==> src/sv/clx_pkg.sv <==
// shared types, token codes and name tables for the c-subset lexer
package clx_pkg;

  localparam int NAME_BUF_DEPTH_DEF = 8;
  localparam int QUEUE_DEPTH = 4;

  // scanner modes
  typedef enum logic [3:0] {
    M_IDLE, M_PLUS, M_EQ, M_BANG, M_LT, M_GT, M_NUMBER, M_IDENT, M_HASH,
    M_DIRECTIVE, M_INCL, M_PATH, M_CHAR, M_CHAR_ESC, M_STRING
  } mode_t;

  // record types
  localparam logic [1:0] R_LEXEME = 2'd0;
  localparam logic [1:0] R_END    = 2'd1;
  localparam logic [1:0] R_EOF    = 2'd2;

  // token kinds
  localparam logic [5:0] K_IDENT    = 6'd0;
  localparam logic [5:0] K_NUMBER   = 6'd1;
  localparam logic [5:0] K_STRING   = 6'd2;
  localparam logic [5:0] K_CHAR     = 6'd3;
  localparam logic [5:0] K_LPAREN   = 6'd4;
  localparam logic [5:0] K_RPAREN   = 6'd5;
  localparam logic [5:0] K_LBRACE   = 6'd6;
  localparam logic [5:0] K_RBRACE   = 6'd7;
  localparam logic [5:0] K_SEMI     = 6'd8;
  localparam logic [5:0] K_COLON    = 6'd9;
  localparam logic [5:0] K_COMMA    = 6'd10;
  localparam logic [5:0] K_DOT      = 6'd11;
  localparam logic [5:0] K_PLUS     = 6'd12;
  localparam logic [5:0] K_PLUS_EQ  = 6'd13;
  localparam logic [5:0] K_MINUS    = 6'd14;
  localparam logic [5:0] K_STAR     = 6'd15;
  localparam logic [5:0] K_ASSIGN   = 6'd16;
  localparam logic [5:0] K_EQ_EQ    = 6'd17;
  localparam logic [5:0] K_NOT_EQ   = 6'd18;
  localparam logic [5:0] K_LT       = 6'd19;
  localparam logic [5:0] K_LE       = 6'd20;
  localparam logic [5:0] K_GT       = 6'd21;
  localparam logic [5:0] K_GE       = 6'd22;
  localparam logic [5:0] K_KW_BASE  = 6'd23;
  localparam logic [5:0] K_DIR_BASE = 6'd44;
  localparam logic [5:0] K_EOF      = 6'd54;

  localparam int NUM_KW  = 21;
  localparam int NUM_DIR = 10;
  localparam int MAX_NAME = 8;

  // names right-aligned in 64 bits, first char at the top of the used bytes
  localparam logic [63:0] KW_STR [NUM_KW] = '{
    "int", "char", "float", "double", "void", "short", "long", "signed",
    "unsigned", "if", "else", "switch", "case", "default", "while", "do",
    "for", "continue", "break", "return", "const"
  };
  localparam int KW_LEN [NUM_KW] = '{
    3, 4, 5, 6, 4, 5, 4, 6, 8, 2, 4, 6, 4, 7, 5, 2, 3, 8, 5, 6, 5
  };
  localparam logic [63:0] DIR_STR [NUM_DIR] = '{
    "include", "define", "ifdef", "ifndef", "endif", "if", "else", "elif",
    "pragma", "undef"
  };
  localparam int DIR_LEN [NUM_DIR] = '{7, 6, 5, 6, 5, 2, 4, 4, 6, 5};

  typedef struct packed {
    logic [1:0] rtype;
    logic [7:0] lex;
    logic [5:0] kind;
  } rec_t;

  // all records caused by one item
  typedef struct packed {
    logic [2:0]      cnt;
    rec_t [3:0]      recs;
  } bundle_t;

  function automatic rec_t mk_rec(logic [1:0] t, logic [7:0] b, logic [5:0] k);
    rec_t r;
    r.rtype = t;
    r.lex = b;
    r.kind = k;
    return r;
  endfunction

  function automatic logic [7:0] escape_map(logic [7:0] b);
    logic [7:0] r;
    case (b)
      "n": r = 8'd10;
      "r": r = 8'd13;
      "t": r = 8'd9;
      "0": r = 8'd0;
      "f": r = 8'd12;
      "a": r = 8'd7;
      default: r = b;
    endcase
    return r;
  endfunction

  function automatic logic is_letter(logic [7:0] b);
    return (b >= "a" && b <= "z") || (b >= "A" && b <= "Z") || b == "_";
  endfunction

  function automatic logic is_num(logic [7:0] b);
    return b >= "0" && b <= "9";
  endfunction

endpackage

==> src/sv/clx_front.sv <==
// front end: scanner state machine that turns one item into a record bundle
module clx_front import clx_pkg::*; #(
  parameter int NAME_BUFFER_DEPTH = NAME_BUF_DEPTH_DEF
) (
  input  logic       clk,
  input  logic       rst,
  input  logic       in_valid,
  output logic       in_ready,
  input  logic [7:0] source_byte,
  input  logic       end_of_input,
  input  logic       q_full,
  output logic       q_push,
  output bundle_t    q_data
);

  localparam int LW = $clog2(NAME_BUFFER_DEPTH + 1);
  localparam int IW = $clog2(NAME_BUFFER_DEPTH);

  mode_t                mode, mode_next;
  logic [LW-1:0]        nlen;
  logic                 novf;
  logic                 angle, angle_next;
  logic [7:0]           nbuf [NAME_BUFFER_DEPTH];
  logic                 accept;
  logic                 nstart, npush;
  logic [5:0]           kw_kind, dir_kind;
  bundle_t              bnd;

  assign in_ready = !q_full;
  assign accept   = in_valid && in_ready;
  assign q_push   = accept && (bnd.cnt != 3'd0);
  assign q_data   = bnd;

  // keyword and directive lookup, parallel compare over the name buffer
  always_comb begin
    logic m;
    kw_kind = K_IDENT;
    dir_kind = K_IDENT;
    for (int k = NUM_KW - 1; k >= 0; k--) begin
      m = !novf && (nlen == LW'(KW_LEN[k]));
      for (int p = 0; p < MAX_NAME; p++) begin
        if (p < KW_LEN[k] && nbuf[p] != KW_STR[k][8*(KW_LEN[k]-1-p) +: 8]) m = 1'b0;
      end
      if (m) kw_kind = K_KW_BASE + 6'(k);
    end
    for (int k = NUM_DIR - 1; k >= 0; k--) begin
      m = !novf && (nlen == LW'(DIR_LEN[k]));
      for (int p = 0; p < MAX_NAME; p++) begin
        if (p < DIR_LEN[k] && nbuf[p] != DIR_STR[k][8*(DIR_LEN[k]-1-p) +: 8]) m = 1'b0;
      end
      if (m) dir_kind = K_DIR_BASE + 6'(k);
    end
  end

  // next mode and records for the current item
  always_comb begin
    logic redo;
    logic [7:0] b;
    b = source_byte;
    redo = 1'b0;
    mode_next = mode;
    angle_next = angle;
    nstart = 1'b0;
    npush = 1'b0;
    bnd = '0;
    if (end_of_input) begin
      unique case (mode)
        M_PLUS: begin
          bnd.recs[bnd.cnt[1:0]] = mk_rec(R_END, 8'd0, K_PLUS); bnd.cnt++;
        end
        M_EQ: begin
          bnd.recs[bnd.cnt[1:0]] = mk_rec(R_END, 8'd0, K_ASSIGN); bnd.cnt++;
        end
        M_LT: begin
          bnd.recs[bnd.cnt[1:0]] = mk_rec(R_END, 8'd0, K_LT); bnd.cnt++;
        end
        M_GT: begin
          bnd.recs[bnd.cnt[1:0]] = mk_rec(R_END, 8'd0, K_GT); bnd.cnt++;
        end
        M_NUMBER: begin
          bnd.recs[bnd.cnt[1:0]] = mk_rec(R_END, 8'd0, K_NUMBER); bnd.cnt++;
        end
        M_IDENT: begin
          bnd.recs[bnd.cnt[1:0]] = mk_rec(R_END, 8'd0, kw_kind); bnd.cnt++;
        end
        M_HASH, M_PATH: begin
          bnd.recs[bnd.cnt[1:0]] = mk_rec(R_END, 8'd0, K_IDENT); bnd.cnt++;
        end
        M_DIRECTIVE: begin
          bnd.recs[bnd.cnt[1:0]] = mk_rec(R_END, 8'd0, dir_kind); bnd.cnt++;
        end
        M_CHAR_ESC: begin
          bnd.recs[bnd.cnt[1:0]] = mk_rec(R_LEXEME, "\\", K_IDENT); bnd.cnt++;
          bnd.recs[bnd.cnt[1:0]] = mk_rec(R_END, 8'd0, K_CHAR); bnd.cnt++;
        end
        M_CHAR: begin
          bnd.recs[bnd.cnt[1:0]] = mk_rec(R_END, 8'd0, K_CHAR); bnd.cnt++;
        end
        M_STRING: begin
          bnd.recs[bnd.cnt[1:0]] = mk_rec(R_END, 8'd0, K_STRING); bnd.cnt++;
        end
        default: ;
      endcase
      bnd.recs[bnd.cnt[1:0]] = mk_rec(R_EOF, 8'd0, K_EOF); bnd.cnt++;
      mode_next = M_IDLE;
      angle_next = 1'b0;
    end else begin
      // continuation of the open token
      unique case (mode)
        M_PLUS, M_EQ, M_BANG, M_LT, M_GT: begin
          mode_next = M_IDLE;
          if (b == "=") begin
            bnd.recs[0] = mk_rec(R_END, 8'd0,
              mode == M_PLUS ? K_PLUS_EQ : mode == M_EQ ? K_EQ_EQ :
              mode == M_BANG ? K_NOT_EQ : mode == M_LT ? K_LE : K_GE);
            bnd.cnt = 3'd1;
          end else begin
            redo = 1'b1;
            if (mode != M_BANG) begin
              bnd.recs[0] = mk_rec(R_END, 8'd0,
                mode == M_PLUS ? K_PLUS : mode == M_EQ ? K_ASSIGN :
                mode == M_LT ? K_LT : K_GT);
              bnd.cnt = 3'd1;
            end
          end
        end
        M_NUMBER: begin
          if (is_num(b) || b == ".") begin
            bnd.recs[0] = mk_rec(R_LEXEME, b, K_IDENT); bnd.cnt = 3'd1;
          end else begin
            bnd.recs[0] = mk_rec(R_END, 8'd0, K_NUMBER); bnd.cnt = 3'd1;
            redo = 1'b1;
          end
        end
        M_IDENT: begin
          if (is_letter(b) || is_num(b)) begin
            npush = 1'b1;
            bnd.recs[0] = mk_rec(R_LEXEME, b, K_IDENT); bnd.cnt = 3'd1;
          end else begin
            bnd.recs[0] = mk_rec(R_END, 8'd0, kw_kind); bnd.cnt = 3'd1;
            redo = 1'b1;
          end
        end
        M_HASH: begin
          if (b == " " || b == "\t") begin
            mode_next = M_HASH;
          end else if (is_letter(b)) begin
            nstart = 1'b1;
            bnd.recs[0] = mk_rec(R_LEXEME, b, K_IDENT); bnd.cnt = 3'd1;
            mode_next = M_DIRECTIVE;
          end else begin
            bnd.recs[0] = mk_rec(R_END, 8'd0, K_IDENT); bnd.cnt = 3'd1;
            redo = 1'b1;
          end
        end
        M_DIRECTIVE: begin
          if (is_letter(b)) begin
            npush = 1'b1;
            bnd.recs[0] = mk_rec(R_LEXEME, b, K_IDENT); bnd.cnt = 3'd1;
          end else begin
            bnd.recs[0] = mk_rec(R_END, 8'd0, dir_kind); bnd.cnt = 3'd1;
            if (dir_kind != K_DIR_BASE) begin
              redo = 1'b1;
            end else if (b == " " || b == "\t") begin
              mode_next = M_INCL;
            end else if (b == "\"" || b == "<") begin
              angle_next = (b == "<");
              mode_next = M_PATH;
            end else begin
              redo = 1'b1;
            end
          end
        end
        M_INCL: begin
          if (b == " " || b == "\t") begin
            mode_next = M_INCL;
          end else if (b == "\"" || b == "<") begin
            angle_next = (b == "<");
            mode_next = M_PATH;
          end else begin
            redo = 1'b1;
          end
        end
        M_PATH: begin
          if (b == (angle ? 8'(">") : 8'("\"")) || b == "\n") begin
            bnd.recs[0] = mk_rec(R_END, 8'd0, K_IDENT); bnd.cnt = 3'd1;
            mode_next = M_IDLE;
          end else begin
            bnd.recs[0] = mk_rec(R_LEXEME, b, K_IDENT); bnd.cnt = 3'd1;
          end
        end
        M_CHAR: begin
          if (b == "'" || b == "\n") begin
            bnd.recs[0] = mk_rec(R_END, 8'd0, K_CHAR); bnd.cnt = 3'd1;
            mode_next = M_IDLE;
          end else if (b == "\\") begin
            mode_next = M_CHAR_ESC;
          end else begin
            bnd.recs[0] = mk_rec(R_LEXEME, b, K_IDENT); bnd.cnt = 3'd1;
          end
        end
        M_CHAR_ESC: begin
          bnd.recs[0] = mk_rec(R_LEXEME, escape_map(b), K_IDENT); bnd.cnt = 3'd1;
          mode_next = M_CHAR;
        end
        M_STRING: begin
          if (b == "\"") begin
            bnd.recs[0] = mk_rec(R_END, 8'd0, K_STRING); bnd.cnt = 3'd1;
            mode_next = M_IDLE;
          end else begin
            bnd.recs[0] = mk_rec(R_LEXEME, b, K_IDENT); bnd.cnt = 3'd1;
          end
        end
        default: redo = 1'b1;
      endcase

      // byte that starts a new token
      if (redo) begin
        mode_next = M_IDLE;
        case (b)
          "(": begin bnd.recs[bnd.cnt[1:0]] = mk_rec(R_END, 8'd0, K_LPAREN); bnd.cnt++; end
          ")": begin bnd.recs[bnd.cnt[1:0]] = mk_rec(R_END, 8'd0, K_RPAREN); bnd.cnt++; end
          "{": begin bnd.recs[bnd.cnt[1:0]] = mk_rec(R_END, 8'd0, K_LBRACE); bnd.cnt++; end
          "}": begin bnd.recs[bnd.cnt[1:0]] = mk_rec(R_END, 8'd0, K_RBRACE); bnd.cnt++; end
          ";": begin bnd.recs[bnd.cnt[1:0]] = mk_rec(R_END, 8'd0, K_SEMI); bnd.cnt++; end
          ":": begin bnd.recs[bnd.cnt[1:0]] = mk_rec(R_END, 8'd0, K_COLON); bnd.cnt++; end
          ",": begin bnd.recs[bnd.cnt[1:0]] = mk_rec(R_END, 8'd0, K_COMMA); bnd.cnt++; end
          ".": begin bnd.recs[bnd.cnt[1:0]] = mk_rec(R_END, 8'd0, K_DOT); bnd.cnt++; end
          "-": begin bnd.recs[bnd.cnt[1:0]] = mk_rec(R_END, 8'd0, K_MINUS); bnd.cnt++; end
          "*": begin bnd.recs[bnd.cnt[1:0]] = mk_rec(R_END, 8'd0, K_STAR); bnd.cnt++; end
          "+": mode_next = M_PLUS;
          "=": mode_next = M_EQ;
          "!": mode_next = M_BANG;
          "<": mode_next = M_LT;
          ">": mode_next = M_GT;
          "#": mode_next = M_HASH;
          "'": mode_next = M_CHAR;
          "\"": mode_next = M_STRING;
          default: begin
            if (is_num(b)) begin
              bnd.recs[bnd.cnt[1:0]] = mk_rec(R_LEXEME, b, K_IDENT); bnd.cnt++;
              mode_next = M_NUMBER;
            end else if (is_letter(b)) begin
              nstart = 1'b1;
              bnd.recs[bnd.cnt[1:0]] = mk_rec(R_LEXEME, b, K_IDENT); bnd.cnt++;
              mode_next = M_IDENT;
            end
          end
        endcase
      end
    end
  end

  // mode and name state
  always_ff @(posedge clk) begin
    if (rst) begin
      mode <= M_IDLE;
      nlen <= '0;
      novf <= 1'b0;
      angle <= 1'b0;
    end else if (accept) begin
      mode <= mode_next;
      angle <= angle_next;
      if (end_of_input) begin
        nlen <= '0;
        novf <= 1'b0;
      end else if (nstart) begin
        nlen <= LW'(1);
        novf <= 1'b0;
      end else if (npush) begin
        if (nlen < LW'(NAME_BUFFER_DEPTH)) nlen <= nlen + LW'(1);
        else novf <= 1'b1;
      end
    end
  end

  // name buffer, no reset
  always_ff @(posedge clk) begin
    if (accept && !end_of_input) begin
      if (nstart) nbuf[0] <= source_byte;
      else if (npush && nlen < LW'(NAME_BUFFER_DEPTH)) nbuf[nlen[IW-1:0]] <= source_byte;
    end
  end

`ifndef SYNTHESIS
  a_eof_idle: assert property (@(posedge clk) disable iff (rst)
    accept && end_of_input |=> mode == M_IDLE && nlen == '0)
    else $error("mode not cleared after end of input");
  a_len_bound: assert property (@(posedge clk) disable iff (rst)
    nlen <= LW'(NAME_BUFFER_DEPTH))
    else $error("name length past buffer depth");
  a_eof_bundle: assert property (@(posedge clk) disable iff (rst)
    accept && end_of_input |-> q_push)
    else $error("end of input produced no records");
`endif

endmodule

==> src/sv/clx_queue.sv <==
// short bundle queue between front and back
module clx_queue import clx_pkg::*; (
  input  logic    clk,
  input  logic    rst,
  input  logic    push,
  input  bundle_t wdata,
  output logic    full,
  input  logic    pop,
  output logic    nonempty,
  output bundle_t rdata
);

  localparam int PW = $clog2(QUEUE_DEPTH);
  localparam int CW = $clog2(QUEUE_DEPTH + 1);

  bundle_t       mem [QUEUE_DEPTH];
  logic [PW-1:0] wptr, rptr;
  logic [CW-1:0] count;

  assign full     = count == CW'(QUEUE_DEPTH);
  assign nonempty = count != '0;
  assign rdata    = mem[rptr];

  // pointers and occupancy
  always_ff @(posedge clk) begin
    if (rst) begin
      wptr <= '0;
      rptr <= '0;
      count <= '0;
    end else begin
      if (push) wptr <= wptr + PW'(1);
      if (pop) rptr <= rptr + PW'(1);
      if (push && !pop) count <= count + CW'(1);
      else if (pop && !push) count <= count - CW'(1);
    end
  end

  // storage
  always_ff @(posedge clk) begin
    if (push) mem[wptr] <= wdata;
  end

`ifndef SYNTHESIS
  a_no_overflow: assert property (@(posedge clk) disable iff (rst) full |-> !push)
    else $error("push into full queue");
  a_no_underflow: assert property (@(posedge clk) disable iff (rst) !nonempty |-> !pop)
    else $error("pop from empty queue");
  a_count_ptr: assert property (@(posedge clk) disable iff (rst)
    count == '0 || count == CW'(QUEUE_DEPTH) || wptr != rptr)
    else $error("pointers disagree with count");
`endif

endmodule

==> src/sv/clx_back.sv <==
// back end: walks the head bundle, one record per cycle if out_ready
module clx_back import clx_pkg::*; (
  input  logic       clk,
  input  logic       rst,
  input  logic       head_valid,
  input  bundle_t    head,
  output logic       pop,
  output logic       out_valid,
  input  logic       out_ready,
  output logic [1:0] record_type,
  output logic [7:0] lexeme_byte,
  output logic [5:0] token_kind,
  output logic       last_of_run
);

  logic [1:0] idx;
  logic       fire;
  rec_t       cur;

  assign cur         = head.recs[idx];
  assign out_valid   = head_valid;
  assign record_type = cur.rtype;
  assign lexeme_byte = cur.lex;
  assign token_kind  = cur.kind;
  assign last_of_run = ({1'b0, idx} + 3'd1) == head.cnt;
  assign fire        = out_valid && out_ready;
  assign pop         = fire && last_of_run;

  // record index inside the bundle
  always_ff @(posedge clk) begin
    if (rst) idx <= '0;
    else if (fire) idx <= last_of_run ? 2'd0 : idx + 2'd1;
  end

`ifndef SYNTHESIS
  a_idx_range: assert property (@(posedge clk) disable iff (rst)
    out_valid |-> {1'b0, idx} < head.cnt)
    else $error("record index past bundle");
  a_idle_idx: assert property (@(posedge clk) disable iff (rst) !out_valid |-> idx == 2'd0)
    else $error("index not at start while empty");
  a_last_wrap: assert property (@(posedge clk) disable iff (rst) pop |=> idx == 2'd0)
    else $error("index not reset after last record");
`endif

endmodule

==> src/sv/c_subset_lexer_unit.sv <==
// c-subset lexer top level: front scanner, bundle queue, record back end
// an item's records pass through the bundle queue before the back end presents them
// throughput: one item per cycle in while the queue is not full; one record per
// cycle out while out_ready is high; the 4-entry queue absorbs bursts
// reset: synchronous rst clears scan mode, name length, queue and record index
module c_subset_lexer_unit import clx_pkg::*; #(
  parameter int NAME_BUFFER_DEPTH = NAME_BUF_DEPTH_DEF
) (
  input  logic       clk,
  input  logic       rst,
  input  logic       in_valid,
  output logic       in_ready,
  input  logic [7:0] source_byte,
  input  logic       end_of_input,
  output logic       out_valid,
  input  logic       out_ready,
  output logic [1:0] record_type,
  output logic [7:0] lexeme_byte,
  output logic [5:0] token_kind,
  output logic       last_of_run
);

  logic    q_full, q_push, q_pop, q_nonempty;
  bundle_t q_wdata, q_rdata;

  clx_front #(.NAME_BUFFER_DEPTH(NAME_BUFFER_DEPTH)) u_front (
    .clk, .rst, .in_valid, .in_ready, .source_byte, .end_of_input,
    .q_full, .q_push, .q_data(q_wdata)
  );

  clx_queue u_queue (
    .clk, .rst, .push(q_push), .wdata(q_wdata), .full(q_full),
    .pop(q_pop), .nonempty(q_nonempty), .rdata(q_rdata)
  );

  clx_back u_back (
    .clk, .rst, .head_valid(q_nonempty), .head(q_rdata), .pop(q_pop),
    .out_valid, .out_ready, .record_type, .lexeme_byte, .token_kind, .last_of_run
  );

endmodule
==> config.mk <==
export PLATFORM = sky130hd
export DESIGN_NAME = c_subset_lexer_unit
export DESIGN_NICKNAME = d
export VERILOG_FILES = /design/src/sv/clx_pkg.sv /design/src/sv/clx_front.sv /design/src/sv/clx_queue.sv /design/src/sv/clx_back.sv /design/src/sv/c_subset_lexer_unit.sv
export SDC_FILE = /design/constraint.sdc
export NUM_CORES = 1
export LEC_CHECK = 0
export BUFFER_PORTS_ARGS = -buffer_cell sky130_fd_sc_hd__buf_2
export CAP_MARGIN = 30
export CELL_PAD_IN_SITES_DETAIL_PLACEMENT = 0
export CELL_PAD_IN_SITES_GLOBAL_PLACEMENT = 1
export CORE_AREA = 5 5 192 194
export DETAILED_ROUTE_END_ITERATION = 6
export DIE_AREA = 0 0 197 199
export HOLD_SLACK_MARGIN = 0.02
export PLACE_DENSITY_LB_ADDON = 0.2
export REMOVE_ABC_BUFFERS = 1
export SLEW_MARGIN = 5
export SYNTH_ARGS = -nofsm -noshare
export SYNTH_HDL_FRONTEND = slang
export SYNTH_SLANG_ARGS = --single-unit
==> constraint.sdc <==
create_clock -name clk -period 5.05 [get_ports clk]
set_clock_uncertainty 0.2 [all_clocks]
set_input_delay 0.2525 -clock clk [delete_from_list [all_inputs] [get_ports clk]]
set_output_delay 0.2525 -clock clk [all_outputs]
set_load 0.01 [all_outputs]
After elaboration in Yosys (flattened, before gate mapping):

Memories as Yosys holds them, arrays and structs flattened. A register that Yosys moved wholly into a read port is not among the register bits.
Index checks and enable logic that the tools add are counted.

* bitwise operators: 33
* equality and inequality tests: 137
* muxes and demuxes: 288
* add/sub/neg operators: 9
* $lt $le $gt $ge: 12
* reduce and logical (&&, ||, !) cells: 53

Operators by type and width (number)
* $pmux W67 S11: 1
* $ne A8 B7 Y1 const B: 73
* $mux W67: 4
* $mux W6: 36
* $and A13 B52 Y52: 4
* $not A52 Y52: 4
* $mux W1: 183
* $pmux W15 S11: 1
* $and A12 B48 Y48: 3
* $eq A8 B6 Y1 const B: 18
* $mux W16: 9
* $not A48 Y48: 3
* $pmux W16 S9: 1
* $mux W15: 8
* $and A14 B56 Y56: 2
* $not A56 Y56: 2
* $not A44 Y44: 2
* $eq A8 B7 Y1 const B: 9
* $mux W4: 17
* $bwmux W64: 1
* $demux W16 S2: 2
* $or A3 B12 Y12: 4
* $or A4 B16 Y16: 3
* $pmux W8 S6: 1
* other kinds (60): 141

* word-level logic and storage cells: 542
* memory bits (writable): 332
* input bits: 13
* memories kept: 2
* register bits after elaboration: 19

Memory list
* u_queue.mem: depth 4, width 67, read ports 1, clocked after Yosys merged registers in 1, write ports 1, RTL line clx_queue.sv:16 `bundle_t mem [QUEUE_DEPTH];`
* u_front.nbuf: depth 8, width 8, read ports 8, clocked after Yosys merged registers in 0, write ports 1, RTL line clx_front.sv:23 `logic [7:0] nbuf [NAME_BUFFER_DEPTH];`

Logic depth before layout (Yosys ltp):

* depth after elaboration: 43
* mapped depth: 18

Hierarchy:

Synthesis repeated with hierarchy kept, for this count alone.

* cell total of the unflattened synthesis: 1293
* area, all modules: 17720.7 um^2

Modules (own cells, without submodules)
* clx_queue: area an instance 10132.2 um^2, instances 1, cells an instance 394, sequential area each 8227.9 um^2
* clx_front: area an instance 7004.2 um^2, instances 1, cells an instance 860, sequential area each 2122.0 um^2
* clx_back: area an instance 584.3 um^2, instances 1, cells an instance 39, sequential area each 40.0 um^2

Worst setup path after synthesis:

OpenSTA, ideal clock, no wires.

* path kind: input port to flip-flop
* start: in source_byte[4]
* end: reg u_queue.count[2]
* stages on the path: 17
* buffers on the path: 1
* slack: 0.908 ns
* data arrival time: 3.872 ns
* path through: buf_6 -> or4b_4 -> o311ai_2 -> nor2_1 -> nor3_4 -> inv_2 -> ha_1 -> nor2_1 -> a22oi_1 -> nand3_1 -> o21ai_4 -> ha_1 -> inv_1 -> fa_1 -> xor2_1 -> or3_1 -> a21oi_1

* longest elaborated chain between the ends: 16
* elaborated cells on any way between the ends: 70
* those cells by class: 1 x add/sub; 6 x order compare; 23 x eq/ne; 23 x mux; 17 x reduce/logical

Ends and longest elaborated chain
* from (decl): RTL line c_subset_lexer_unit.sv:13 `input logic [7:0] source_byte,`
* $eq A8 B7 Y1 (tied with other cells): RTL line clx_front.sv:196 `end else if (b == "\\") begin`
* $mux W1 (tied with other cells): RTL line clx_front.sv:196
* $mux W3 / $mux W1 (equally long branches): RTL line clx_front.sv:193, clx_front.sv:145
* $pmux W3 S4: RTL line clx_front.sv:109 `unique case (mode)`
* $mux W3: RTL line clx_front.sv:66 `if (end_of_input) begin`
* $add A3 B1 Y3
* $mux W67: RTL line clx_front.sv:243 `end else if (is_letter(b)) begin`
* $mux W67: RTL line clx_front.sv:240 `if (is_num(b)) begin`
* $pmux W67 S11: RTL line clx_front.sv:220 `case (b)`
* $mux W67 (*): RTL line clx_front.sv:218 `if (redo) begin`
* $mux W67 (*): RTL line clx_front.sv:66
* $reduce_bool A3 Y1 (*): RTL line clx_front.sv:31 `assign q_push = accept && (bnd.cnt != 3'd0);`
* $logic_and A1 B1 Y1 (*): RTL line clx_front.sv:31
* via q_push: RTL line c_subset_lexer_unit.sv:23 `logic q_full, q_push, q_pop, q_nonempty;`
* $logic_not A1 Y1: RTL line clx_queue.sv:34 `else if (pop && !push) count <= count - CW'(1);`
* $logic_and A1 B1 Y1: RTL line clx_queue.sv:34
* $reduce_bool A2 Y1 (no line)
* to (signal assigned): RTL line clx_queue.sv:33 `if (push && !pop) count <= count + CW'(1);`
* to (signal assigned): RTL line clx_queue.sv:34
* to (decl): RTL line clx_queue.sv:18 `logic [CW-1:0] count;`

The timed path passes the listed nets; every way through them passes the cells marked *. The select of a mux whose other input is x is not followed.
A chain may end at the register's enable or synchronous reset.

Worst setup path in the final report:

* start: in source_byte[7]
* end: reg u_queue.count[2]

The elaborated chain is that of the path after synthesis.

==> impl_metrics.csv <==
group,metric,value,unit
outcome,status,"completed",
grt,grt_usage,19.16,%
yosys,synth_area_per_cell,11.39,sq um
power,vdd_drop_max,0.0001949,V
yosys,synth_top_area_cell,"edfxtp_1",
drt,dr.pass1.iters,5,
drt,vias_per_cell,5.847,
die,fp.coreArea,0.03505,sq mm
clock_tree,insertion_delay,0.54,ns
clock_tree,cts_tree,"yes",
yosys,ys_types,90,
setup_path,crit_required,5.31,ns
yosys,synth.most_common_cell,"edfxtp_1",
setup_path,reg2reg_from,"u_front.mode[1]$_SDFFE_PP0P_",
setup_path,critical_path.endpoint_type,"flip-flop",
drt,ant_nets,0,
timing,whs,0.07345,ns
worst_hold_path,hold_depth,2,
worst_hold_path,hold_end,"u_front.nbuf[7][5]$_DFFE_PP_",
die,placementRows,69,
grt,grt_first_pass_wirelength,57900,microns
clock_tree,cts_buffers,24,
setup_path,crit_family,"simple AND/OR/NAND/NOR gates",
setup_path,r2r_slack,0.85,ns
die,fp.dieW,197,microns
yosys,synthArstFlopShare,0,%
clock_tree,cts.reportedPaths.clkPinSlew,0.06,ns
drt,vias,9297,
yosys,synth-seq-cells,221,
drt,wire_per_inst,23.96,microns
setup_path,r2r_end,"u_queue.count[2]$_SDFFE_PP0P_",
setup_path,crit_slowest_cell,"or4b_4",
final_layout,fillers,3429,
timing,rsz0062_at_grt,"false",
power,powerDensity,337.3,mW/mm^2
final_layout,final_cell_area,0.01384,sq mm
die,dieHeight,199,microns
final_layout,fin_nets,1137,
grt,antenna_found_initial,0,
setup_path,slowest_delay,0.63,ns
setup_path,criticalPathCategory,"in -> reg",
clock_tree,clk_path_buf_depth,3,
timing,timing.fmax,0.2258,GHz
clock_tree,clockRootBuffer,"clkbuf_16",
setup_path,path_cells,"dlygate4sd3_1 > buf_2 > or4b_4 > o311ai_2 > nor2_1 > nor3_4 > inv_2 > ha_1 > nor2_1 > a22oi_1 > nand3_1 > o21ai_4 > ha_1 > inv_1 > fa_1 > xor2_1 > or3_1 > a21oi_1",
drt,drc,0,
timing,fin_crit,4.428,ns
setup_path,crit_buf_inv,4,
timing,fin_tns_setup,0,ns
yosys,syn_area,0.01207,sq mm
final_layout,layout-drive-gt1-share,15.15,%
setup_path,ff2ff_path_depth,15,
yosys,ys.flop_type,"edfxtp_1",
place,io_buffer_count,31,
timing,worstMarginPinSlew,0.9479,ns
die,start_util,34.44,%
clock_tree,htreeDepth,1,
yosys,syn_inst,1060,
grt,grt_max_degree,35,
drt,drt-initial-drc-count,957,
setup_path,critical_path_arrival,4.69,ns
clock_tree,post_cts_resize_count,0,
timing,finalSetupViolCount,0,
timing,slew_headroom,35.94,%
drt,wl,38100,microns
final_layout,area_growth,14.64,%
worst_hold_path,hold_class,"in -> reg",
yosys,synth_area_leaders,"edfxtp_1 (50%), mux4_2 (6.3%), dfxtp_1 (3.5%)",
yosys,synth_top_area_share,49.75,%
place,dpl.hpwl,27830,microns
final_layout,n_antenna_cell,0,
place,place_congestion,0.9907,
power,p_total,4.667,mW
grt,gr-total-overflow,0,
die,io_pins,32,
die,die-area,0.03920,sq mm
job,drv_cap,0,
power,power_leakage,4.424,nW
yosys,yosys_warnings,0,
worst_hold_path,hp-start,"source_byte[5]",
setup_path,crit_fanout,21,
clock_tree,cts.sinks,221,
setup_path,start_kind,"input pin",
yosys,synth_edf_count,200,
timing,finalCritPeriodShare,87.69,%
timing,finalMaxSlewViolations,0,
place,placed_area,0.01289,sq mm
timing,hold_viol_final,0,
yosys,ys_seq_area_share,53.23,%
yosys,synth_common_cells,"edfxtp_1 (200), nand2_1 (101), nor2_1 (76)",
grt,first_global_vias,9119,
where the power goes:
group / total (mW) / internal [mW] / switching, mW
combinational: 0.683 / 0.271 / 0.412
sequential: 2.12 / 2.09 / 0.0393
clock: 1.86 / 1.13 / 0.731
state kept, by name, summed over array words and instances, names as in the netlist, named ones only:
signal / cells
u_back.idx: 2
u_front.angle: 1
u_front.mode: 4
u_front.nbuf: 64
u_front.nlen: 4
u_front.novf: 1
u_queue.count: 3
u_queue.mem: 136
u_queue.rptr: 2
u_queue.wptr: 2
logic make-up (layout without fill, tap and decap cells):
group           Yosys count  after routing  synth area share (%)
compound gates          203            203                 11.33
fa+ha+maj                12             12                 1.306
flops                   221            221                 53.23
xor+xnor                  7              7                0.5079
other cells               1              8               0.03106
buf+inv                  84            146                 2.819
simple gates            488            488                 23.56
mux                      44             44                 7.214
through the flow:
step           std cells  util [%]  worst slack, ns
2_1_floorplan       1005         -           0.7485
3_3_place_gp        1535     36.77           0.6727
3_5_place_dp        1535     36.77           0.6448
4_1_cts             1588     39.45           0.6513
5_1_grt             1590     39.48           0.4270
6_report            1590     39.48           0.6215
layout by cell type (no fill, tap or decap), drive strengths merged, types with 9 or more instances in the layout:
master,count
clkinv,9
inv,22
and3,10
buf,69
mux4,34
dfxtp,21
nand2b,21
nand2,101
a21oi,51
or2,9
a31oi,10
nor2,76
and2,17
nor4,24
nor4b,16
ha,11
or3,17
dlygate4sd3,10
nand4,32
o21ai,56
nor2b,19
nand4b,14
nand4bb,12
nor4bb,16
nor3,34
nand3,28
clkbuf,28
edfxtp,200
o22ai,9
area by class of cell:
class	count	area [sq um]	share of cell area [%]
clock buffers	26	608.1	4.394
multi-input cells	762	5336	38.56
clock inverters	17	230.2	1.664
flip-flops and latches	221	6429	46.46
repair buffers	81	575.6	4.159
inverters	22	82.58	0.5967
well taps	461	576.8	4.168
metal layers:
| metal | vias to the layer above | routed length (microns) | GRT usage, % |
|---|---|---|---|
| met2 | 337 | 17350 | 30.56 |
| met5 | - | 0 | 0 |
| met4 | 0 | 1022 | 4.802 |
| li1 | 4265 | - | - |
| met1 | 4615 | 17260 | 27.30 |
| met3 | 80 | 2465 | 3.404 |
worst max path at each step:
stage / depth (start not counted) / from / to
after detailed placement: 17 / source_byte[7] / u_queue.count[2]$_SDFFE_PP0P_
after global routing: 18 / source_byte[7] / u_queue.count[2]$_SDFFE_PP0P_
after CTS: 18 / source_byte[7] / u_queue.count[2]$_SDFFE_PP0P_
final: 18 / source_byte[7] / u_queue.count[2]$_SDFFE_PP0P_
after global placement: 17 / source_byte[4] / u_queue.count[2]$_SDFFE_PP0P_
after floorplan: 10 / flip-flop / u_queue.count[2]$_SDFFE_PP0P_
what timing repair did:
action                                 4_1_cts  5_1_grt
buffers inserted                             0        0
endpoints found under the hold margin       59        0
hold buffers                                10        0
No activity file was read; power rests on OpenSTA's default activity.
